===== src/rtl/psbd_pkg.sv =====
// ----------------------------------------------------------------------------
// String body decoder package
// Shared types and character constants for the string body decoder.
// ----------------------------------------------------------------------------
package psbd_pkg;

   // Literal-mode escape phase.
   typedef enum logic [1:0] {
      PH_NORMAL,
      PH_ESC,
      PH_OCT,
      PH_CR
   } psbd_phase_type;

   // Decoder state carried from one character to the next.
   typedef struct packed {
      psbd_phase_type phase;
      logic [7:0]     oct_value;
      logic [1:0]     oct_count;
      logic [3:0]     high_nibble;
      logic           nibble_pending;
      logic           nibble_bad;
   } psbd_state_type;

   // One decoded result word.
   typedef struct packed {
      logic [7:0] data_byte;
      logic       byte_valid;
      logic       bad_digit;
      logic       end_of_string;
   } psbd_result_type;

   localparam psbd_state_type STATE_RESET = '{
      phase:          PH_NORMAL,
      oct_value:      8'h00,
      oct_count:      2'd0,
      high_nibble:    4'h0,
      nibble_pending: 1'b0,
      nibble_bad:     1'b0
   };

   localparam logic [7:0] CH_BACKSLASH = 8'h5C;
   localparam logic [7:0] CH_LPAREN    = 8'h28;
   localparam logic [7:0] CH_RPAREN    = 8'h29;
   localparam logic [7:0] CH_ZERO      = 8'h30;
   localparam logic [7:0] CH_SEVEN     = 8'h37;
   localparam logic [7:0] CH_NINE      = 8'h39;
   localparam logic [7:0] CH_UPPER_A   = 8'h41;
   localparam logic [7:0] CH_UPPER_F   = 8'h46;
   localparam logic [7:0] CH_LOWER_A   = 8'h61;
   localparam logic [7:0] CH_LOWER_F   = 8'h66;
   localparam logic [7:0] CH_LOWER_N   = 8'h6E;
   localparam logic [7:0] CH_LOWER_R   = 8'h72;
   localparam logic [7:0] CH_LOWER_T   = 8'h74;
   localparam logic [7:0] CH_LOWER_B   = 8'h62;
   localparam logic [7:0] CH_LOWER_F_ESC = 8'h66;
   localparam logic [7:0] CH_LF        = 8'h0A;
   localparam logic [7:0] CH_CR        = 8'h0D;
   localparam logic [7:0] CH_TAB       = 8'h09;
   localparam logic [7:0] CH_BS        = 8'h08;
   localparam logic [7:0] CH_FF        = 8'h0C;

   localparam logic [1:0] OCT_MAX_DIGITS = 2'd3;

endpackage


===== src/rtl/psbd_step.sv =====
// ----------------------------------------------------------------------------
// String body decoder step logic
// Decodes one character against the current state: next state and up to two
// result words.
// ----------------------------------------------------------------------------
module psbd_step
   import psbd_pkg::*;
(
   input  logic [7:0]      ch,
   input  logic            is_hex,
   input  logic            last,
   input  psbd_state_type  state_cur,
   output psbd_state_type  state_nxt,
   output psbd_result_type res0,
   output psbd_result_type res1,
   output logic [1:0]      res_count
);

   logic        hex_bad;
   logic [3:0]  hex_val;
   logic        is_oct_digit;
   logic [2:0]  oct_digit;

   // Emit slot A: octal value closed by a non-octal character.
   // Emit slot B: the byte of this character, or the octal flush at the end.
   logic        emit_a;
   logic [7:0]  byte_a;
   logic        emit_b;
   logic [7:0]  byte_b;
   logic        bad_b;
   logic        plain_char;
   logic [1:0]  new_count;
   logic [1:0]  total;

   psbd_state_type st;

   always_comb begin
      hex_bad = 1'b0;
      hex_val = 4'h0;
      if (ch >= CH_ZERO && ch <= CH_NINE) begin
         hex_val = 4'(ch - CH_ZERO);
      end else if (ch >= CH_UPPER_A && ch <= CH_UPPER_F) begin
         hex_val = 4'(ch - CH_UPPER_A + 8'd10);
      end else if (ch >= CH_LOWER_A && ch <= CH_LOWER_F) begin
         hex_val = 4'(ch - CH_LOWER_A + 8'd10);
      end else begin
         hex_bad = 1'b1;
      end
   end

   assign is_oct_digit = (ch >= CH_ZERO) && (ch <= CH_SEVEN);
   assign oct_digit    = ch[2:0];

   always_comb begin
      st         = state_cur;
      emit_a     = 1'b0;
      byte_a     = state_cur.oct_value;
      emit_b     = 1'b0;
      byte_b     = ch;
      bad_b      = 1'b0;
      plain_char = 1'b0;
      new_count  = state_cur.oct_count + 2'd1;

      if (is_hex) begin
         if (state_cur.nibble_pending) begin
            st.nibble_pending = 1'b0;
            emit_b = 1'b1;
            byte_b = {state_cur.high_nibble, hex_val};
            bad_b  = state_cur.nibble_bad | hex_bad;
         end else if (last) begin
            emit_b = 1'b1;
            byte_b = {hex_val, 4'h0};
            bad_b  = hex_bad;
         end else begin
            st.high_nibble    = hex_val;
            st.nibble_bad     = hex_bad;
            st.nibble_pending = 1'b1;
         end
      end else begin
         case (state_cur.phase)
            PH_ESC: begin
               st.phase = PH_NORMAL;
               if (is_oct_digit) begin
                  st.oct_value = {5'b0, oct_digit};
                  st.oct_count = 2'd1;
                  st.phase     = PH_OCT;
               end else begin
                  case (ch)
                     CH_BACKSLASH, CH_LPAREN, CH_RPAREN: begin
                        emit_b = 1'b1;
                     end
                     CH_LOWER_N: begin
                        emit_b = 1'b1;
                        byte_b = CH_LF;
                     end
                     CH_LOWER_R: begin
                        emit_b = 1'b1;
                        byte_b = CH_CR;
                     end
                     CH_LOWER_T: begin
                        emit_b = 1'b1;
                        byte_b = CH_TAB;
                     end
                     CH_LOWER_B: begin
                        emit_b = 1'b1;
                        byte_b = CH_BS;
                     end
                     CH_LOWER_F_ESC: begin
                        emit_b = 1'b1;
                        byte_b = CH_FF;
                     end
                     CH_CR: begin
                        st.phase = PH_CR;
                     end
                     default: begin
                        // Line feed continuation and unknown escapes give nothing.
                     end
                  endcase
               end
            end
            PH_OCT: begin
               if (is_oct_digit && state_cur.oct_count < OCT_MAX_DIGITS) begin
                  st.oct_value = {state_cur.oct_value[4:0], oct_digit};
                  st.oct_count = new_count;
                  if (new_count >= OCT_MAX_DIGITS) begin
                     st.phase     = PH_NORMAL;
                     st.oct_count = 2'd0;
                     emit_b       = 1'b1;
                     byte_b       = {state_cur.oct_value[4:0], oct_digit};
                  end
               end else begin
                  emit_a       = 1'b1;
                  st.oct_count = 2'd0;
                  plain_char   = 1'b1;
               end
            end
            PH_CR: begin
               st.phase = PH_NORMAL;
               if (ch != CH_LF) begin
                  plain_char = 1'b1;
               end
            end
            default: begin
               plain_char = 1'b1;
            end
         endcase

         if (plain_char) begin
            if (ch == CH_BACKSLASH) begin
               st.phase = PH_ESC;
            end else begin
               st.phase = PH_NORMAL;
               emit_b   = 1'b1;
            end
         end

         // An octal escape still open at the end is flushed as a byte.
         if (last && st.phase == PH_OCT) begin
            emit_b = 1'b1;
            byte_b = st.oct_value;
         end
      end
   end

   always_comb begin
      res0  = '{data_byte: 8'h00, byte_valid: 1'b0, bad_digit: 1'b0, end_of_string: 1'b0};
      res1  = res0;
      total = 2'd0;
      if (emit_a) begin
         res0 = '{data_byte: byte_a, byte_valid: 1'b1, bad_digit: 1'b0, end_of_string: 1'b0};
         res1 = '{data_byte: byte_b, byte_valid: 1'b1, bad_digit: bad_b, end_of_string: 1'b0};
         total = emit_b ? 2'd2 : 2'd1;
      end else if (emit_b) begin
         res0 = '{data_byte: byte_b, byte_valid: 1'b1, bad_digit: bad_b, end_of_string: 1'b0};
         total = 2'd1;
      end

      state_nxt = st;
      if (last) begin
         // A string that ends without a byte still closes with a bare marker.
         if (total == 2'd0) begin
            total = 2'd1;
         end
         if (total == 2'd2) begin
            res1.end_of_string = 1'b1;
         end else begin
            res0.end_of_string = 1'b1;
         end
         state_nxt = STATE_RESET;
      end
      res_count = total;
   end

endmodule


===== src/rtl/psbd_rsp_fifo.sv =====
// ----------------------------------------------------------------------------
// String body decoder result queue
// Four-entry queue that takes up to two result words per cycle and gives one.
// ----------------------------------------------------------------------------
module psbd_rsp_fifo
   import psbd_pkg::*;
(
   input  logic            clock,
   input  logic            reset,
   input  logic [1:0]      push_count,
   input  psbd_result_type push0,
   input  psbd_result_type push1,
   input  logic            pop,
   output psbd_result_type head,
   output logic            not_empty,
   output logic            room_for_two
);

   localparam int Depth = 4;
   localparam int PtrW  = $clog2(Depth);

   psbd_result_type      entry_ff [Depth];
   logic [PtrW-1:0]      wr_ptr_ff, wr_ptr_in;
   logic [PtrW-1:0]      rd_ptr_ff, rd_ptr_in;
   logic [PtrW:0]        count_ff, count_in;
   logic [PtrW-1:0]      wr_ptr_next;
   logic                 do_pop;

   assign do_pop      = pop && (count_ff != '0);
   assign wr_ptr_next = wr_ptr_ff + PtrW'(1);
   assign wr_ptr_in   = wr_ptr_ff + PtrW'(push_count);
   assign rd_ptr_in   = rd_ptr_ff + PtrW'(do_pop);
   assign count_in    = count_ff + (PtrW+1)'(push_count) - (PtrW+1)'(do_pop);

   always_ff @(posedge clock) begin
      if (reset) begin
         wr_ptr_ff <= '0;
         rd_ptr_ff <= '0;
         count_ff  <= '0;
      end else begin
         wr_ptr_ff <= wr_ptr_in;
         rd_ptr_ff <= rd_ptr_in;
         count_ff  <= count_in;
      end
   end

   always_ff @(posedge clock) begin
      if (push_count != 2'd0) begin
         entry_ff[wr_ptr_ff] <= push0;
      end
      if (push_count == 2'd2) begin
         entry_ff[wr_ptr_next] <= push1;
      end
   end

   assign head         = entry_ff[rd_ptr_ff];
   assign not_empty    = (count_ff != '0);
   assign room_for_two = (count_ff <= (PtrW+1)'(Depth - 2));

endmodule


===== src/rtl/pdf_string_body_decoder.sv =====
// ----------------------------------------------------------------------------
// String body decoder
// Decodes hex and literal bodies, one character word per cycle unless stalled.
// ----------------------------------------------------------------------------
// Result words are registered in the result queue before they are offered on
// rsp_. Throughput: one character per cycle while results are drained one
// per cycle and the queue has room for two words; a character that yields two
// words is absorbed by the four-entry result queue. Reset is synchronous and
// active high; it clears the decoder state and empties the result queue.
module pdf_string_body_decoder
   import psbd_pkg::*;
(
   input  logic       clock,
   input  logic       reset,

   input  logic       req_valid,
   output logic       req_ready,
   input  logic [7:0] req_ch,
   input  logic       req_is_hex,
   input  logic       req_last,

   output logic       rsp_valid,
   input  logic       rsp_ready,
   output logic [7:0] rsp_data_byte,
   output logic       rsp_byte_valid,
   output logic       rsp_bad_digit,
   output logic       rsp_end_of_string
);

   // Decoder state: escape phase, partial octal value and held hex nibble.
   psbd_state_type  state_ff, state_in;
   psbd_state_type  state_step;
   psbd_result_type res0, res1, head;
   logic [1:0]      res_count;
   logic [1:0]      push_count;
   logic            accept;
   logic            room_for_two;

   // The step logic sees the accepted character and the current state, and
   // returns up to two result words plus the state for the next character.
   psbd_step u_step (
      .ch        (req_ch),
      .is_hex    (req_is_hex),
      .last      (req_last),
      .state_cur (state_ff),
      .state_nxt (state_step),
      .res0      (res0),
      .res1      (res1),
      .res_count (res_count)
   );

   // A character is taken whenever the queue has room for the worst case of
   // two words, so the input never waits on a result that is merely pending.
   assign req_ready  = room_for_two;
   assign accept     = req_valid && req_ready;
   assign push_count = accept ? res_count : 2'd0;
   assign state_in   = accept ? state_step : state_ff;

   always_ff @(posedge clock) begin
      if (reset) begin
         state_ff <= STATE_RESET;
      end else begin
         state_ff <= state_in;
      end
   end

   // Result words wait here until the consumer takes them, in order.
   psbd_rsp_fifo u_rsp_fifo (
      .clock        (clock),
      .reset        (reset),
      .push_count   (push_count),
      .push0        (res0),
      .push1        (res1),
      .pop          (rsp_ready),
      .head         (head),
      .not_empty    (rsp_valid),
      .room_for_two (room_for_two)
   );

   assign rsp_data_byte     = head.data_byte;
   assign rsp_byte_valid    = head.byte_valid;
   assign rsp_bad_digit     = head.bad_digit;
   assign rsp_end_of_string = head.end_of_string;

endmodule


===== config.mk =====
export PLATFORM = sky130hd
export DESIGN_NAME = pdf_string_body_decoder
export DESIGN_NICKNAME = d
export VERILOG_FILES = /design/src/rtl/psbd_pkg.sv /design/src/rtl/psbd_step.sv /design/src/rtl/psbd_rsp_fifo.sv /design/src/rtl/pdf_string_body_decoder.sv
export SDC_FILE = /design/constraint.sdc
export NUM_CORES = 1
export LEC_CHECK = 0
export BUFFER_PORTS_ARGS = -buffer_cell sky130_fd_sc_hd__buf_2
export CORE_MARGIN = 5
export CORE_UTILIZATION = 62
export CTS_CLUSTER_SIZE = 24
export DETAILED_ROUTE_END_ITERATION = 7
export PLACE_DENSITY = 0.81
export SKIP_CTS_REPAIR_TIMING = 1
export SLEW_MARGIN = 15
export SYNTH_ARGS = -nofsm -noshare
export SYNTH_HDL_FRONTEND = slang
export SYNTH_SLANG_ARGS = --single-unit

===== constraint.sdc =====
create_clock -name clock -period 6.1 [get_ports clock]
set_input_delay 1.83 -clock clock [delete_from_list [all_inputs] [get_ports clock]]
set_output_delay 1.83 -clock clock [all_outputs]
set_load 0.01 [all_outputs]

After elaboration in Yosys (flattened, before gate mapping)
Memories as Yosys holds them, arrays and structs flattened. A register that Yosys moved wholly into a read port is not among the register bits. Index checks and enable logic that the tools add are counted.

$add $sub $neg: 11. Order comparisons: 10. Equality and inequality tests: 19. Mux-type cells: 72. Bitwise logic cells: 1. Reductions and logical operators: 18.

Operators with widths (count): 2-to-1 mux 8 bit (7); equality test 8 x 7 -> 1 bit (second input constant) (6); one-hot mux 8 bit (5 select lines) (1); 2-to-1 mux 1 bit (33); 2-to-1 mux 11 bit (3); 2-to-1 mux 2 bit (14); 2-to-1 mux 10 bit (2); one-hot mux 10 bit (2 select lines) (1); 2-to-1 mux 18 bit (1); equality test 8 x 6 -> 1 bit (second input constant) (2); >= comparator 8 x 7 -> 1 bit (second input constant) (2); less-or-equal comparator 8 x 6 -> 1 bit (second input constant) (2); less-or-equal comparator 8 x 7 -> 1 bit (second input constant) (2); 2-to-1 mux 4 bit (4); one-hot mux 8 bit (2 select lines) (1); 2-to-1 mux 12 bit (1); subtractor 4 x 1 -> 4 bit (second input constant) (3); equality test 2 bit (second input constant) (5); adder 4 bit (second input constant) (2); equality test 8 x 4 -> 1 bit (second input constant) (1); >= comparator 8 x 6 -> 1 bit (second input constant) (1); logical AND 1 bit (8); != test 8 x 4 -> 1 bit (second input constant) (1); OR reduction 8 bit (1); 23 further kinds (27).

Register bits after elaboration: 25. RAM bits: 44. Input bits: 14. Output and inout port bits: 13. Memories: 1.

Memories: u_rsp_fifo.entry_ff (depth 4, bits a word 11, rd ports 1, clocked after Yosys merged registers in 1, write ports 2, line psbd_rsp_fifo.sv:22) `psbd_result_type entry_ff [Depth];`.

Depth between registers and ports, before layout
Word-level depth: 22. Gate-level depth with buffers: 18.

Hierarchy
Synthesis repeated with hierarchy kept, for this count alone.

Cells, all modules: 524. Area, all modules: 5605.4 um^2.

Modules (own cells, without submodules): psbd_rsp_fifo (times used 1, cells each 155, area an instance 2682.6 um^2, sequential area each 1461.4 um^2); psbd_step (times used 1, cells each 285, area an instance 1931.9 um^2, sequential area each 0.0 um^2); pdf_string_body_decoder (times used 1, cells each 84, area an instance 991.0 um^2, sequential area each 360.3 um^2).

Worst setup path after synthesis
Ideal clock, no wire load.

Kind: input port to flip-flop. Start point: input port req_ch[0]. End point: memory u_rsp_fifo.entry_ff[3][0] (netlist bit), enable pin. Data arrival time: 5.174 ns. Required time: 5.704 ns. Path slack: 0.531 ns. Cell stages on the path: 14. Cells stage by stage: inv_1 -> ha_1 -> o21ba_2 -> a32o_1 -> a2111o_1 -> a311oi_2 -> a21oi_1 -> inv_1 -> ha_1 -> nand2b_1 -> o21ai_0 -> nor2_1 -> a21oi_1 -> nor3b_1.

RTL lines: start: declaration (line pdf_string_body_decoder.sv:18) `input logic [7:0] req_ch,`; end: declaration (line psbd_rsp_fifo.sv:22).

==> results.toml <==
[sta]
worst_slack_ns = 0.688
fin_setup_tns_ns = 0
setup_violations = 0
slew_headroom_pct = 47.5
clock_skew_ns = 0.00748
holdWs_ns = 0.501
min_period_ns = 5.41
fmax_mhz = 185
finalHoldViolCount = 0
rsz0062_at_grt = "false"
maxSlewViolCount = 0
worstMarginPinSlew_ns = 0.783
finalCritPeriodShare_pct = 88.7

[worst_setup_path]
path_max_fanout = 12
cp_slowest_stage_delay_ns = 0.43
critPathKind = "in -> reg"
cp_slowest_cell = "a2111o_1"
crit_path_end_kind = "flop"
reg2regPathDepth = 17
required_ns = 6.18
path_cells = "buf_2 > inv_1 > ha_1 > o21ba_2 > a32o_1 > a2111o_1 > a311oi_2 > a21oi_1 > ha_1 > o21ai_0 > nor3_1 > buf_4 > and2_1 > buf_4 > a2111oi_0 > nor3_1"
start_kind = "primary input"
cp.arrival_ns = 5.50

[cts]
cts_max_level = 3
cts.path.max_buffers = 2
cts_sinks = 69
path_clk_slew_ns = 0.07
clock_latency_ns = 0.35
cts_tree = "done"
cts_root_buffer = "clkbuf_8"
numCtsBuffers = 9

[routing]
vias = 4445
drtAntennaViolNets = 0
drc = 0
drt_iter0_markers = 434
drt_wl_total_mm = 13.0
wl_per_cell_um = 20.2
viasPerCell = 6.90
first_pass_iters = 8

[power_and_ir_drop]
total_power_mw = 1.31
irDropWorstVdd_v = 0.000154
p_leak_nw = 1.73
cellPowerDensity_mw_per_mm2 = 253

[die]
die_area_mm2 = 0.00952
row_count = 32
io_pins = 27
core_mm2 = 0.00761
start_util_pct = 62.5
die_w_um = 97.6
die_y_um = 97.6

[synthesis]
synth_edf_count = 44
async_flop_share_pct = 0
ys_seq_area_share_pct = 38.3
mappedNetlistArea_mm2 = 0.00476
synth_nets = 552
synth-seq-cells = 69
yosysUniqueCellTypes = 68
ys.flop_type = "edfxtp_1"
syn_inst = 521
avgSynthCellArea_um2 = 9.13
yosys_warnings = 0

[final_layout]
fin_nets = 568
antenna_cells = 0
syn_to_final_growth_pct = 9.34
fillers = 595
drive_gt1_share_pct = 15.3
final_cells = 644

[placed_design]
place_ws_ns = 0.404
gp_routability_congestion = 1.03
place_inst = 628
port_buffers = 26
dp_hpwl_mm = 9.64

[hold_path]
hp-class = "reg -> reg"
min_path_cells = 2

[grt]
grt_pass1_wl_mm = 21.5
overflow = 0
antenna_found_initial = 0
grt_pass1_vias = 4226
track_usage_pct = 27.8
grt_start_max_net_pins = 30

[run_status]
outcome = "finished clean"

[flow_run]
max_cap_violations = 0
==> where the power goes <==
group	leakage [nW]	internal, mW	switching, mW
sequential	0.605	0.538	0.0426
combinational	1.02	0.154	0.174
clock	0.105	0.231	0.174
==> metal layers <==
layer,up-vias,GRT usage (%),routed length [um]
met2,276,46.0,6290
met1,2109,35.3,5140
met3,41,5.38,1200
met5,-,0,0
met4,0,12.0,367
li1,2019,-,-
==> flip-flops by register name (all words and copies together), names as in the netlist <==
signal / cells
u_rsp_fifo.wr_ptr_ff: 2
u_rsp_fifo.rd_ptr_ff: 2
state_ff: 18
u_rsp_fifo.entry_ff: 44
u_rsp_fifo.count_ff: 3
==> final timing paths <==
path	slack (ns)	end	startpoint
max reg2reg	1.93	u_rsp_fifo.entry_ff[2][10]	state_ff[16]
min	0.50	state_ff[4]	state_ff[4]
max	0.69	u_rsp_fifo.entry_ff[2][10]	req_ch[0]
min reg2reg	0.50	state_ff[4]	state_ff[4]
==> metrics by stage <==
step           util (%)  instance area (um^2)
3_3_place_gp       65.6                  4990
6_report           68.4                  5200
3_5_place_dp       65.6                  4990
4_1_cts            68.4                  5200
2_1_floorplan         -                  4760
5_1_grt            68.4                  5200
==> area by class of cell <==
type / count / area, um^2 / area share (%)
clock inverter: 4 / 73.8 / 1.42
inverter: 21 / 78.8 / 1.52
tap: 102 / 128 / 2.45
timing repair buffer: 43 / 258 / 4.96
sequential: 69 / 1820 / 35.0
clock buffer: 12 / 135 / 2.60
multi-input combinational: 393 / 2710 / 52.0
==> cells in the final DEF (no fill, tap or decap), types with 12 or more instances in the layout <==
cell type / Yosys / layout
nor2_1: 59 / 59
edfxtp_1: 44 / 44
a21oi_1: 43 / 43
nand2_1: 34 / 34
o21ai_0: 26 / 26
buf_2: 6 / 26
dfxtp_1: 25 / 25
inv_1: 19 / 19
nor3_1: 17 / 17
buf_4: 0 / 17
mux2i_1: 16 / 16
ha_1: 16 / 16
o22ai_1: 15 / 15
a22oi_1: 13 / 13
nand3_1: 12 / 12
==> cells by family (layout without fill, tap and decap cells) <==
family / after synthesis / count (layout) / share of synthesized area [%]
XOR/XNOR: 5 / 5 / 0.921
adder cells (fa/ha/maj): 17 / 17 / 4.63
multiplexers: 28 / 28 / 8.81
buffers and inverters: 59 / 80 / 4.81
AO/OA/AOI/OAI: 166 / 166 / 23.9
AND/OR/NAND/NOR: 177 / 177 / 18.6
flip-flops: 69 / 69 / 38.3
==> critical path, delay by kind of cell <==
kind / cells / cell delay (ns)
AO/OA/AOI/OAI: 7 / 2.00
adder cells (fa/ha/maj): 2 / 0.54
buffers and inverters: 4 / 0.65
AND/OR/NAND/NOR: 3 / 0.46
==> synthesized netlist by cell type (3+ instances only) <==
master | count | share of area, %
nand2_1 | 34 | 2.7
and3_1 | 3 | 0.39
or4_1 | 3 | 0.47
o211ai_1 | 5 | 0.79
xnor2_1 | 5 | 0.92
o21ai_0 | 26 | 2.7
clkbuf_1 | 26 | 2.1
a211oi_1 | 6 | 0.95
mux4_2 | 11 | 5.2
inv_1 | 19 | 1.5
and2_1 | 8 | 1.1
o22ai_1 | 15 | 2.0
a21oi_1 | 43 | 4.5
o21ai_1 | 4 | 0.42
a22oi_1 | 13 | 2.1
nand2b_1 | 8 | 1.1
nor2b_1 | 6 | 0.79
a31oi_1 | 3 | 0.39
o21a_1 | 5 | 0.79
o311ai_0 | 5 | 0.92
mux2i_1 | 16 | 3.4
nor2_1 | 59 | 4.7
nor4_1 | 5 | 0.66
nor3_1 | 17 | 1.8
o31ai_1 | 9 | 1.4
or3_1 | 3 | 0.39
buf_2 | 6 | 0.63
ha_1 | 16 | 4.2
nor3b_1 | 4 | 0.63
o221ai_1 | 6 | 1.1
a2111oi_0 | 5 | 0.92
dfxtp_1 | 25 | 11
edfxtp_1 | 44 | 28
nand3_1 | 12 | 1.3
buf_1 | 6 | 0.47
Power figures use the tool's default switching activity.
